==> config.mk <==
export PLATFORM = sky130hd
export DESIGN_NAME = skit_ctrl
export DESIGN_NICKNAME = d
export VERILOG_FILES = /design/src/rtl/skit_pkg.sv /design/src/rtl/skit_ctrl.sv
export SDC_FILE = /design/constraint.sdc
export NUM_CORES = 1
export LEC_CHECK = 0
export BUFFER_PORTS_ARGS = -buffer_cell sky130_fd_sc_hd__buf_2
export CORE_ASPECT_RATIO = 1.1
export CORE_MARGIN = 3
export CORE_UTILIZATION = 49
export CTS_CLUSTER_SIZE = 16
export DETAILED_ROUTE_END_ITERATION = 7
export PLACE_DENSITY = 0.78
export SKIP_CTS_REPAIR_TIMING = 1
export SLEW_MARGIN = 40
export SYNTH_ARGS = -nofsm -noshare
export SYNTH_HDL_FRONTEND = slang
export SYNTH_SLANG_ARGS = --single-unit
==> constraint.sdc <==
create_clock -name clk_i -period 2.1 [get_ports clk_i]
set_clock_uncertainty 0.1 [all_clocks]
set_input_delay 0.42 -clock clk_i [delete_from_list [all_inputs] [get_ports clk_i]]
set_output_delay 0.42 -clock clk_i [all_outputs]
set_load 0.01 [all_outputs]
==> src/rtl/skit_pkg.sv <==
// Package for the sorted key index table: field widths, function and status codes,
// and the command and status structs between controller and datapath.
// No dependencies.
`timescale 1ns / 1ps

package skit_pkg;

  localparam int TableDepthDefault = 256;

  localparam int FUNC_W = 2;
  localparam int KEY_W  = 31;
  localparam int OFS_W  = 31;
  localparam int LEN_W  = 16;
  localparam int RANK_W = 8;
  localparam int STAT_W = 3;
  localparam int HELD_W = 9;

  localparam int ENTRY_W  = KEY_W + OFS_W + LEN_W;
  localparam int IN_DW    = ((KEY_W + OFS_W + LEN_W + RANK_W + 7) / 8) * 8;
  localparam int OUT_DW   = ((KEY_W + OFS_W + LEN_W + HELD_W + 7) / 8) * 8;

  typedef enum logic [FUNC_W-1:0] {
    FN_LOOKUP = 2'd0,
    FN_INSERT = 2'd1,
    FN_READ   = 2'd2,
    FN_NONE   = 2'd3
  } func_e;

  typedef enum logic [STAT_W-1:0] {
    ST_DONE    = 3'd0,
    ST_FOUND   = 3'd1,
    ST_MISSING = 3'd2,
    ST_DUP     = 3'd3,
    ST_BAD     = 3'd4
  } status_e;

  // Which address the table read port takes this cycle.
  typedef enum logic [2:0] {
    RD_MID  = 3'd0,
    RD_LO   = 3'd1,
    RD_LAST = 3'd2,
    RD_PREV = 3'd3,
    RD_RANK = 3'd4
  } rd_sel_e;

  typedef struct packed {
    logic    latch;       // capture the input word, start a search
    logic    rd_en;
    rd_sel_e rd_sel;
    logic    srch_step;   // narrow [lo, hi) with the key just read
    logic    wr_move;     // write read data one place up, step the pointer down
    logic    wr_put;      // write the new entry at lo, bump the count
    logic    res_load;
    status_e res_status;
    logic    res_entry;   // result carries the read entry, else zeros
    logic    out_load;
  } cmd_t;

  typedef struct packed {
    func_e func;
    logic  srch_more;   // lo < hi
    logic  rank_ok;     // rank < count
    logic  hit;         // lo < count and stored key equals the key
    logic  full;
    logic  append;      // lo == count, nothing to move
    logic  move_last;   // pointer has reached lo
    logic  out_free;
  } stat_t;

endpackage

==> src/rtl/skit_ctrl.sv <==
// Controller of the sorted key index table: one-hot state machine that steps the
// search, the shift and the result handoff. Uses skit_pkg.
`timescale 1ns / 1ps

module skit_ctrl (
  input  logic            clk_i,
  input  logic            rst_ni,
  input  logic            s_valid_i,
  output logic            s_ready_o,
  input  skit_pkg::stat_t stat_i,
  output skit_pkg::cmd_t  cmd_o
);

  typedef enum logic [8:0] {
    S_IDLE = 9'b000000001,
    S_DEC  = 9'b000000010,
    S_SRD  = 9'b000000100,
    S_SCMP = 9'b000001000,
    S_HCHK = 9'b000010000,
    S_MOVE = 9'b000100000,
    S_PUT  = 9'b001000000,
    S_RCAP = 9'b010000000,
    S_DONE = 9'b100000000
  } state_e;

  state_e state_q, state_d;

  always_comb begin
    state_d = state_q;
    cmd_o   = '0;
    cmd_o.rd_sel     = skit_pkg::RD_LO;
    cmd_o.res_status = skit_pkg::ST_BAD;
    unique case (state_q)
      S_IDLE: begin
        if (s_valid_i) begin
          cmd_o.latch = 1'b1;
          state_d     = S_DEC;
        end
      end
      S_DEC: begin
        priority if (stat_i.func == skit_pkg::FN_LOOKUP ||
                     stat_i.func == skit_pkg::FN_INSERT) begin
          state_d = S_SRD;
        end else if (stat_i.func == skit_pkg::FN_READ && stat_i.rank_ok) begin
          cmd_o.rd_en  = 1'b1;
          cmd_o.rd_sel = skit_pkg::RD_RANK;
          state_d      = S_RCAP;
        end else begin
          cmd_o.res_load = 1'b1;
          state_d        = S_DONE;
        end
      end
      S_SRD: begin
        cmd_o.rd_en = 1'b1;
        if (stat_i.srch_more) begin
          cmd_o.rd_sel = skit_pkg::RD_MID;
          state_d      = S_SCMP;
        end else begin
          state_d = S_HCHK;
        end
      end
      S_SCMP: begin
        cmd_o.srch_step = 1'b1;
        state_d         = S_SRD;
      end
      S_HCHK: begin
        cmd_o.res_load = 1'b1;
        state_d        = S_DONE;
        if (stat_i.func == skit_pkg::FN_LOOKUP) begin
          cmd_o.res_status = stat_i.hit ? skit_pkg::ST_FOUND : skit_pkg::ST_MISSING;
          cmd_o.res_entry  = stat_i.hit;
        end else begin
          priority if (stat_i.hit) begin
            cmd_o.res_status = skit_pkg::ST_DUP;
          end else if (stat_i.full) begin
            cmd_o.res_status = skit_pkg::ST_BAD;
          end else if (stat_i.append) begin
            cmd_o.res_load = 1'b0;
            state_d        = S_PUT;
          end else begin
            cmd_o.res_load = 1'b0;
            cmd_o.rd_en    = 1'b1;
            cmd_o.rd_sel   = skit_pkg::RD_LAST;
            state_d        = S_MOVE;
          end
        end
      end
      S_MOVE: begin
        cmd_o.wr_move = 1'b1;
        if (stat_i.move_last) begin
          state_d = S_PUT;
        end else begin
          cmd_o.rd_en  = 1'b1;
          cmd_o.rd_sel = skit_pkg::RD_PREV;
        end
      end
      S_PUT: begin
        cmd_o.wr_put     = 1'b1;
        cmd_o.res_load   = 1'b1;
        cmd_o.res_status = skit_pkg::ST_DONE;
        state_d          = S_DONE;
      end
      S_RCAP: begin
        cmd_o.res_load   = 1'b1;
        cmd_o.res_status = skit_pkg::ST_DONE;
        cmd_o.res_entry  = 1'b1;
        state_d          = S_DONE;
      end
      S_DONE: begin
        if (stat_i.out_free) begin
          cmd_o.out_load = 1'b1;
          state_d        = S_IDLE;
        end
      end
      default: begin
        state_d = S_IDLE;
      end
    endcase
  end

  always_ff @(posedge clk_i or negedge rst_ni) begin
    if (!rst_ni) begin
      state_q <= S_IDLE;
    end else begin
      state_q <= state_d;
    end
  end

  assign s_ready_o = state_q == S_IDLE;

endmodule

==> results.cfg <==
[timing]
holdWs_ns = 0.276
rsz0062_at_grt = true
finalCritPeriodShare_pct = 111
worst_pin_slew_ns = 0.362
setup_viol = 11
relSlewSlack_pct = 75.7
final.setup.worst_slack_ns = -0.221
slew_violations = 0
fmax_mhz = 431
finalHoldViolCount = 0
finalCriticalPeriod_ns = 2.32

[worst_hold_path]
hold_depth = 2
worstHoldStart = stat_i[6]
hp-class = in2reg
holdPathEnd = state_q[4]

[grt]
grt_pass1_vias = 812
globalRoute.totalOverflow = 0
grt_usage_pct = 21.9
grt_antenna_before_repair = 0
grt_pass1_wl_um = 3730
grt_max_degree = 12

[setup_path]
cp-end-kind = output pin
r2r_start = state_q[7]
startpoint = state_q[7]
worstReg2RegEnd = state_q[4]
crit_slowest_cell = dfrtp_1
rr_worst_depth = 5
worstSetupPathType = reg2out
cp_cell_sequence = or3_4 > nor4_4 > and3_4 > and2_4 > buf_6
crit_required_ns = 1.58
cpPeakStageDelay_ns = 0.41
rrSetupSlack_ns = 0.43
cp_top_family = simple AND/OR/NAND/NOR gates
path_max_fanout = 4
cp.arrival_ns = 1.80
crit_buf_inv = 1
startpoint_type = flip-flop

[floorplan]
die_area_um2 = 2190
rows = 14
die_h_um = 48.8
ios = 27
die_x_um = 44.9
start_util_pct = 55.4
coreArea_um2 = 1470

[synthesis]
synth_area_per_cell_um2 = 8.77
syn-num-nets = 107
ys_top_cells_by_area = dfrtp_1 25%, nor2_1 6.4%, nor4_4 5.2%
ys_warn_count = 0
synth_ff_type = dfrtp_1
async_reset_ff_share_pct = 100
yosysTopAreaCellShare_pct = 24.5
yosysTopAreaCell = dfrtp_1
synth.ff_latch_count = 9
synth.most_common_cell = nor2_1
synth_edf_count = 0
ys_seq_area_share_pct = 27.8
syn-cell-area_um2 = 816
synthDistinctLibCells = 42
syn_inst = 93
synth_common_cells = 14 x nor2_1, 8 x dfrtp_1, 6 x nand2b_1, 4 x inv_1, 4 x nor3_1

[job]
drv_cap = 0

[clocking]
clkLatencyLatePin_ns = 0.26
cts_buffers = 3
clkTransAtPathRegs_ns = 0.07
cts_tree = built
clockBufferDepth = 2
clock-sinks = 9
root_buffer = clkbuf_4
h-tree-depth = 1

[route]
drc = 0
drt-initial-drc-count = 19
wl_per_cell_um = 16.3
drt_pass1_iterations = 4
wl_um = 2570
ant_nets = 0
avgViaCountPerCell = 5.89
vias = 925

[finish]
post-route-util_pct = 86.1
diodes = 0
reg_top3 = state_q (9)
nets = 156
syn_to_final_growth_pct = 55.4
drive_gt1_share_pct = 55.3
regMostFlops = state_q
largest_register_ffs = 9
nFillCells = 80

[power]
fin_total_pwr_uw = 1020
p_leak_uw = 0.000586
p_per_area_nw_per_um2 = 803
vdd_drop_max_uv = 524

[placement]
portBuffers = 26
place.gp.congestion = 0.842
dp_hpwl_um = 1690
post-place-ws_ns = 0.0344

[status]
violations = negative setup slack
status = finished, violations left
-- metal layers --
metal  up-vias  part of all wire (%)  track usage (%)  wire length (um)
li1        435                     -                -                 -
met1       443                    41             31.3              1060
met2        39                    51             36.1              1300
met3         8                   6.2             2.21               159
met4         0                   1.9             2.93                48
met5         -                     0                0                 0
-- placed cells by master (no fill, tap or decap), types with 3 or more instances in the layout --
| cell type | n |
|---|---|
| inv_1 | 4 |
| nand2_1 | 3 |
| nor3b_1 | 3 |
| dfrtp_2 | 3 |
| clkbuf_4 | 3 |
| nor4_4 | 3 |
| buf_4 | 15 |
| buf_2 | 23 |
| buf_6 | 8 |
| nor2_1 | 12 |
| nand2b_1 | 5 |
| dfrtp_1 | 5 |
-- through the flow --
| step | setup TNS (ns) | area, um2 | std cells |
|---|---|---|---|
| detailed placement | 0 | 1040 | 145 |
| floorplan | 0 | 816 | 93 |
| global placement | 0 | 1040 | 145 |
| global route | -2.43 | 1270 | 157 |
| finish | -1.44 | 1270 | 157 |
| CTS | -1.54 | 1070 | 149 |
-- kinds of logic after synthesis --
logic type               count (synthesis)  share of synthesized area, %
XOR/XNOR                                 2                          2.15
AO/OA/AOI/OAI                           17                          16.9
flip-flops                               9                          27.8
AND/OR/NAND/NOR                         55                          44.5
adder cells (fa/ha/maj)                  2                          3.07
multiplexers                             1                          1.23
buffers and inverters                    7                          4.45
-- report_power, final --
group          internal, uW  switching [uW]  total, uW
Clock                  73.3            63.9        137
Sequential              208            59.4        267
Combinational           335             278        613
Total                   616             401       1020
-- worst max-delay path by stage --
| stage | slack, ns | to | depth (start not counted) |
|---|---|---|---|
| final | -0.22 | cmd_o[13] | 5 |
| after global routing | -0.28 | cmd_o[9] | 5 |
| after CTS | -0.24 | cmd_o[5] | 4 |
| after detailed placement | 0.03 | cmd_o[12] | 6 |
| after global placement | 0.04 | cmd_o[12] | 7 |
| after floorplan | 0.09 | cmd_o[9] | 5 |
-- cell type report --
type	instances	area, um2	area share [%]
well taps	16	20.0	1.58
flip-flops and latches	9	230	18.2
inverters	4	15.0	1.18
repair buffers	47	328	25.9
clock buffers	4	26.3	2.07
multi-input cells	77	648	51.1
No activity file was read; power rests on OpenSTA's default activity.
